### src/rtl/tccb_pkg.sv
// Shared constants, opcodes and controller/datapath interface types for the console buffer.
package tccb_pkg;

  localparam int DEF_COLUMNS = 80;
  localparam int DEF_ROWS    = 25;

  // Fixed port field widths
  localparam int OP_W       = 3;
  localparam int BYTE_W     = 8;
  localparam int IN_COL_W   = 7;
  localparam int IN_ROW_W   = 5;
  localparam int OUT_COL_W  = 7;
  localparam int OUT_ROW_W  = 5;

  localparam logic [OP_W-1:0] OP_PUT_CHAR    = 3'd0;
  localparam logic [OP_W-1:0] OP_CLEAR       = 3'd1;
  localparam logic [OP_W-1:0] OP_SET_COLOR   = 3'd2;
  localparam logic [OP_W-1:0] OP_PUT_CHAR_AT = 3'd3;
  localparam logic [OP_W-1:0] OP_SET_CURSOR  = 3'd4;
  localparam logic [OP_W-1:0] OP_READ_CELL   = 3'd5;

  localparam logic [BYTE_W-1:0] SPACE_CHAR = 8'h20;
  localparam logic [BYTE_W-1:0] RESET_ATTR = 8'h07;
  localparam logic [BYTE_W-1:0] CH_NEWLINE = 8'h0A;
  localparam logic [BYTE_W-1:0] CH_CR      = 8'h0D;
  localparam logic [BYTE_W-1:0] CH_TAB     = 8'h09;
  localparam logic [BYTE_W-1:0] CH_BS      = 8'h08;

  localparam int TAB_STEP = 8;

  typedef struct packed {
    logic latch;   // capture the incoming item
    logic exec;    // perform the latched operation
    logic fill;    // one step of the space fill sweep
    logic finish;  // load the result registers
  } ctrl_cmd_t;

  typedef struct packed {
    logic is_read;    // operation needs the registered memory read
    logic need_fill;  // operation leaves a row or the whole grid to fill
    logic fill_last;  // fill sweep is on its last cell
  } dp_status_t;

endpackage

### src/rtl/tccb_ctrl.sv
// Sequencer for the console buffer: accept, execute, read wait and fill sweep.
module tccb_ctrl (
  input  logic                clk,
  input  logic                rst_n,
  input  logic                start,
  input  tccb_pkg::dp_status_t st,
  output tccb_pkg::ctrl_cmd_t  cmd,
  output logic                busy,
  output logic                out_valid
);

  typedef enum logic [2:0] {
    S_INIT,
    S_IDLE,
    S_EXEC,
    S_READ,
    S_FILL
  } state_t;

  state_t state_r, state_nxt;
  logic   busy_r;
  logic   out_valid_r;

  always_comb begin
    state_nxt  = state_r;
    cmd        = '0;
    case (state_r)
      S_INIT: begin
        cmd.fill = 1'b1;
        if (st.fill_last) state_nxt = S_IDLE;
      end
      S_IDLE: begin
        if (start) begin
          cmd.latch = 1'b1;
          state_nxt = S_EXEC;
        end
      end
      S_EXEC: begin
        cmd.exec = 1'b1;
        if (st.is_read) begin
          state_nxt = S_READ;
        end else if (st.need_fill) begin
          state_nxt = S_FILL;
        end else begin
          cmd.finish = 1'b1;
          state_nxt  = S_IDLE;
        end
      end
      S_READ: begin
        cmd.finish = 1'b1;
        state_nxt  = S_IDLE;
      end
      S_FILL: begin
        cmd.fill = 1'b1;
        if (st.fill_last) begin
          cmd.finish = 1'b1;
          state_nxt  = S_IDLE;
        end
      end
      default: begin
        state_nxt = S_IDLE;
      end
    endcase
  end

  always_ff @(posedge clk) begin
    if (!rst_n) begin
      state_r     <= S_INIT;
      busy_r      <= 1'b1;
      out_valid_r <= 1'b0;
    end else begin
      state_r     <= state_nxt;
      busy_r      <= (state_nxt != S_IDLE);
      out_valid_r <= cmd.finish;
    end
  end

  assign busy      = busy_r;
  assign out_valid = out_valid_r;

endmodule

### config.mk
export PLATFORM = sky130hd
export DESIGN_NAME = tccb_ctrl
export DESIGN_NICKNAME = d
export VERILOG_FILES = /design/src/rtl/tccb_pkg.sv /design/src/rtl/tccb_ctrl.sv
export SDC_FILE = /design/constraint.sdc
export NUM_CORES = 1
export LEC_CHECK = 0
export BUFFER_PORTS_ARGS = -buffer_cell sky130_fd_sc_hd__buf_2
export CORE_AREA = 2 2 39 41
export DETAILED_ROUTE_END_ITERATION = 12
export DIE_AREA = 0 0 41 43
export SLEW_MARGIN = 5
export SYNTH_ARGS = -nofsm -noshare
export SYNTH_HDL_FRONTEND = slang
export SYNTH_SLANG_ARGS = --single-unit
export TNS_END_PERCENT = 10
### constraint.sdc
create_clock -name clk -period 1.4 [get_ports clk]
set_input_delay 0.14 -clock clk [delete_from_list [all_inputs] [get_ports clk]]
set_output_delay 0.14 -clock clk [all_outputs]
set_load 0.01 [all_outputs]
==> run metrics, run 1 <==
critical path arrival 1.15 ns; leading cell type in the layout, fill and taps excluded buf_2; Final Slew Violations 0; clock insertion delay at the later pin of the skew report between 0.2 and 0.25 ns; DRT Wirelength slightly below 600 µm; post-synthesis instance total 29; area post-placement 330.3 µm²; warning count from the yosys run 0; FF-to-FF End busy; top area cells in the synthesized netlist dfxtp_1 (38%), nand3b_1 (8.7%), and2_1 (7.2%); crit share post-route 92.34%; combined area of all synthesized cells 260.3 µm²; buffer count from post-CTS setup fixing 0; wire per inst 9.898 µm; Final TNS setup 0 ns; largest net degree at the start of global routing 12; relative contribution of combinational cells to total power 15.3%; number of antenna violations at the first check in global routing 0; Final setup viols 0; largest clock skew in the final design ~0.00016 ns; highest attainable clock frequency approximately 770 MHz; critical path capture point type primary output; Port Buffer Count 11; core area between 1000 and 1500 µm²; net switching fraction of the power 24.81%; count of clock tree sinks 5; element type at the critical path start flop; number of global-route vias before repair 245; number of storage elements in the synthesis netlist 5; power share of the sequential group a little over two fifths; Post-Syn Nets 35; Vert. Die Dim around 43 µm; max-slew headroom at the worst pin around three quarters; fill cell instance count of the final layout 160; remaining routing DRC violations 0; number of distinct library cells after synthesis 17; maximum resistive drop on vdd 0.5957 mV; violation count after the first detailed-routing iteration 3; class of the tightest hold or removal check primary input to flop; Initial DRT Pass Iterations 3; DIE WIDTH 41 µm; power spent charging and discharging nets between 0.09 and 0.1 mW; Routed Antenna Nets 0; clock period minus final worst setup slack about 1.3 ns; Worst-Margin Slew 0.3570 ns; path type of the worst setup path flop to primary output; beginning of the worst register-to-register path state_r[0]; standby leakage power about 0.16 nW; crit path from state_r[0]; run status complete, no violations; area of the die 1763 µm²; clock-pin slew on the worst setup and hold paths 0.04 ns; Final Cell Area about 370 µm²; reg2reg path depth 3; Site Rows 14; starting density of the core 18.81%; total grt overflow 0; Synth area leader dfxtp_1; all-layer global routing usage 8.241%; layout-stage area growth over the synthesis result 41.35%; number of nets in the finished design 50; Register-to-Register Setup Slack approximately 0.14 ns; Max-cap violations 0; number of buffers inserted during clock tree synthesis 3; count of antenna diodes in the layout 0; clock tree from TritonCTS built; via count 254; unrepaired setup endpoints after global routing false; first-pass GRT wire length around 970 µm; Via density around 4.3; ratio of cells with drive above 1 in the final layout between 40% and 50%; global placement routability congestion just under 0.8; clock root cell clkbuf_4; share of the synthesized area in the top cell type between 30% and 40%; Clock Path Buffers 2; Internal Power 0.2915 mW; count of final hold-check violations 0; total number of H-tree levels 1; maximum net fanout on the critical path 11; number of top-level pins 12; sequential area share after synthesis 38.46%; required time at the worst-slack endpoint between 1 and 1.5 ns; power density normalized to cell area ~1100 nW/µm²; relative contribution of the clock network to total power 42.3%; mean cell area of the mapped netlist 8.974 µm²; Worst Setup EP cmd[0]
==> kinds of logic (layout without fill, tap and decap cells) <==
group / count (synthesis) / count (layout) / synth area share, %
buffers and inverters: 2 / 16 / 3.362
AOI/OAI and AO/OA: 6 / 6 / 16.35
DFF: 5 / 5 / 38.46
and+or+nand+nor: 16 / 16 / 41.83
==> state kept, by name, summed over array words and instances, names as in the netlist <==
name / count
out_valid: 1
busy: 1
state_r: 3
==> power groups by stage <==
stage	clock network [mW]	registers, mW	logic [mW]
2_1_floorplan	0	0.160	0.0375
3_5_place_dp	0	0.165	0.0579
3_3_place_gp	0	0.165	0.0574
4_1_cts	0.172	0.163	0.0582
6_report	0.164	0.165	0.0591
5_1_grt	0.182	0.167	0.0666
==> area by class of cell <==
type	count	area, µm²	share of cell area [%]
flip-flops and latches	5	103.9	28.23
repair buffers	11	55.05	14.97
clock buffers	4	26.28	7.143
multi-input cells	22	158.9	43.20
well taps	16	20.02	5.442
inverters	1	3.754	1.020
==> stage by stage <==
stage / worst slack, ns / instances / total power, mW / hold WS, ns / util, %
after global placement: 0.07471 / 55 / 0.2220 / 0.3849 / 23.87
final: 0.1073 / 59 / 0.3877 / 0.1416 / 26.58
after floorplan: 0.1981 / 29 / 0.1976 / 0.2617 / -
after detailed placement: 0.04668 / 55 / 0.2229 / 0.3827 / 23.87
after CTS: 0.07124 / 59 / 0.3934 / 0.1331 / 25.86
after global routing: 0.02278 / 59 / 0.4159 / 0.1504 / 26.58
==> how the worst min path moves through the flow <==
stage | startpoint | endpoint | slack [ns] | cells after the start
floorplan | rst_n | out_valid | 0.26 | 1
global placement | rst_n | state_r[2] | 0.38 | 2
finish | rst_n | state_r[1] | 0.14 | 2
CTS | rst_n | state_r[1] | 0.13 | 2
detailed placement | rst_n | state_r[1] | 0.38 | 2
global route | rst_n | state_r[2] | 0.15 | 2
==> worst max-delay path, stage by stage, from the launching register on <==
cell and delay [ns]:
dfxtp_2 0.42, o21ba_1 0.18, o32ai_2 0.14, buf_2 0.18
==> cells in the mapped netlist <==
| cell | instances |
|---|---|
| buf_2 | 1 |
| nand2b_1 | 1 |
| dfxtp_1 | 5 |
| inv_1 | 1 |
| o41ai_1 | 1 |
| nor2_1 | 3 |
| nand3b_1 | 3 |
| or4_1 | 1 |
| nand4bb_1 | 1 |
| nand2_1 | 1 |
| a21oi_1 | 3 |
| o21ba_1 | 1 |
| and4bb_2 | 1 |
| o32ai_1 | 1 |
| and2_1 | 3 |
| or3b_1 | 1 |
| or2_2 | 1 |
==> per-layer routing <==
layer  GRT usage (%)  wire [µm]
met5               0          0
met4           2.000          0
met3           6.283         44
met2           10.63        249
met1           10.65        291
==> timing repair <==
item / in CTS / in global routing
endpoints found under the setup margin: 1 / 1
hold buffers: 0 / 0
resized for setup: 1 / 3
Power figures use the tool's default switching activity.
==> inputs of run 2 (changes only) <==
--- a/config.mk
+++ b/config.mk
@@ -9,6 +9,7 @@
 export CORE_AREA = 2 2 39 41
 export DETAILED_ROUTE_END_ITERATION = 12
 export DIE_AREA = 0 0 41 43
+export REMOVE_ABC_BUFFERS = 1
 export SLEW_MARGIN = 5
 export SYNTH_ARGS = -nofsm -noshare
 export SYNTH_HDL_FRONTEND = slang
==> run 2 against run 1 <==
Against the previous run: worst setup slack got worse by 0.034 ns; sequential cell count did not move; sequential power barely moved; highest routed layer unchanged; routed wire length rose by 6.0%; clock-buffer cell count did not move; die area did not move; design area rose by 4.4%; worst hold slack improved by 0.0096 ns.
==> run metrics, run 2 (synthesized netlist as in run 1, its figures left out) <==
Final setup viols 0; Initial DRT Pass Iterations 4; ratio of cells with drive above 1 in the final layout 46.67%; run status complete, no violations; Port Buffer Count 11; DIE WIDTH 41 µm; clock period minus final worst setup slack 1.327 ns; Clock Path Buffers 2; number of buffers inserted during clock tree synthesis 3; required time at the worst-slack endpoint 1.26 ns; beginning of the worst register-to-register path state_r[2]; critical path capture point type primary output; highest attainable clock frequency 753.8 MHz; flip-flop count of the largest register, all copies and words added 3; count of clock tree sinks 5; post-route total power 0.3948 mW; hold-critical path endpoint out_valid; via count roughly 280; total number of H-tree levels 1; Cells on Worst Hold Path 2; standby leakage power around 0.17 nW; Site Rows 14; leading cell type in the layout, fill and taps excluded buf_2; core area 1384 µm²; total grt overflow 0; Worst-Margin Slew ~0.35 ns; pre-CTS setup slack between 0.1 and 0.15 ns; reg2reg path depth 3; clock tree from TritonCTS built; register name with the most flops state_r; Max-cap violations 0; setup ws final 0.07347 ns; relative contribution of the clock network to total power about two fifths; path type of the worst setup path flop to primary output; remaining routing DRC violations 0; power spent charging and discharging nets 0.09724 mW; power density normalized to cell area ~1000 nW/µm²; maximum resistive drop on vdd 0.5666 mV; first-pass GRT wire length 890 µm; Final TNS setup 0 ns; net switching fraction of the power 24.63%; maximum net fanout on the critical path 7; clock root cell clkbuf_4; violation count after the first detailed-routing iteration 5; number of antenna violations at the first check in global routing 0; number of hold buffers added after CTS 0; element type at the critical path start flop; power share of the sequential group 41.0%; Via density 4.508; area of the die 1763 µm²; global placement routability congestion 0.8233; count of final hold-check violations 0; max-slew headroom at the worst pin 76.68%; number of global-route vias before repair 239; clock-pin slew on the worst setup and hold paths roughly 0.040 ns; crit share post-route 94.75%; clock insertion delay at the later pin of the skew report 0.24 ns; largest clock skew in the final design approximately 0.0012 ns; all-layer global routing usage 7.831%; Register-to-Register Setup Slack 0.10 ns; Vert. Die Dim 43 µm; Post-DP HPWL 447.8 µm; starting density of the core 18.81%; count of antenna diodes in the layout 0; relative contribution of combinational cells to total power roughly 18%; Routed Antenna Nets 0; DRT Wirelength ~620 µm; Final Slew Violations 0; critical path arrival 1.19 ns; FF-to-FF End busy; number of top-level pins 12; largest net degree at the start of global routing 10; class of the tightest hold or removal check primary input to flop; number of nets in the finished design 52; wire per inst 10.15 µm; min-delay src rst_n; Internal Power roughly 0.3 mW; layout-stage area growth over the synthesis result 47.60%
run 2: cell type report:
type,instances,area (µm²)
inverters,1,3.754
flip-flops and latches,5,105.1
fillers,155,999.7
clock buffers,4,26.28
well taps,16,20.02
repair buffers,13,70.07
multi-input cells,22,158.9
run 2: repair_timing:
action | in CTS | in global routing
resized for setup | 1 | 3
endpoints found under the setup margin | 1 | 1
buffers inserted | 0 | 1
endpoints found under the hold margin | 0 | 0
run 2: how the worst max path moves through the flow:
stage	end	cells past startpoint	slack (ns)	from
floorplan	busy	3	0.14	state_r[0]
global placement	busy	3	0.10	state_r[0]
detailed placement	busy	3	0.10	state_r[0]
CTS	cmd[0]	4	0.01	state_r[0]
global route	cmd[0]	4	-0.001	state_r[0]
finish	cmd[0]	4	0.07	state_r[0]
run 2: metal layers:
layer / up-vias / track usage, % / part of all wire [%]
li1: 137 / - / -
met1: 127 / 9.003 / 48
met2: 11 / 9.063 / 43
met3: 0 / 8.901 / 9.4
met4: 0 / 2.667 / 0
met5: - / 0 / 0
run 2: worst max-delay path: stages, from the launching register on:
cell and delay (ns):
dfxtp_4 0.37, buf_4 0.13, o21ba_1 0.15, o32ai_2 0.12, buf_2 0.17
run 2: metrics by stage:
stage | util [%] | instances | area, µm² | hold WS, ns
floorplan | - | 28 | 255.2 | 0.2617
detailed placement | 24.41 | 56 | 337.8 | 0.3947
global route | 27.76 | 61 | 384.1 | 0.1434
finish | 27.76 | 61 | 384.1 | 0.1511
global placement | 24.41 | 56 | 337.8 | 0.3923
CTS | 26.40 | 60 | 365.4 | 0.1424
run 2: power groups by stage:
| stage | Clock, mW | Combinational [mW] | Sequential (mW) |
|---|---|---|---|
| 6_report | 0.163 | 0.0703 | 0.162 |
| 5_1_grt | 0.184 | 0.0769 | 0.163 |
| 4_1_cts | 0.173 | 0.0632 | 0.162 |
| 3_5_place_dp | 0 | 0.0628 | 0.164 |
| 3_3_place_gp | 0 | 0.0637 | 0.163 |
| 2_1_floorplan | 0 | 0.0310 | 0.164 |
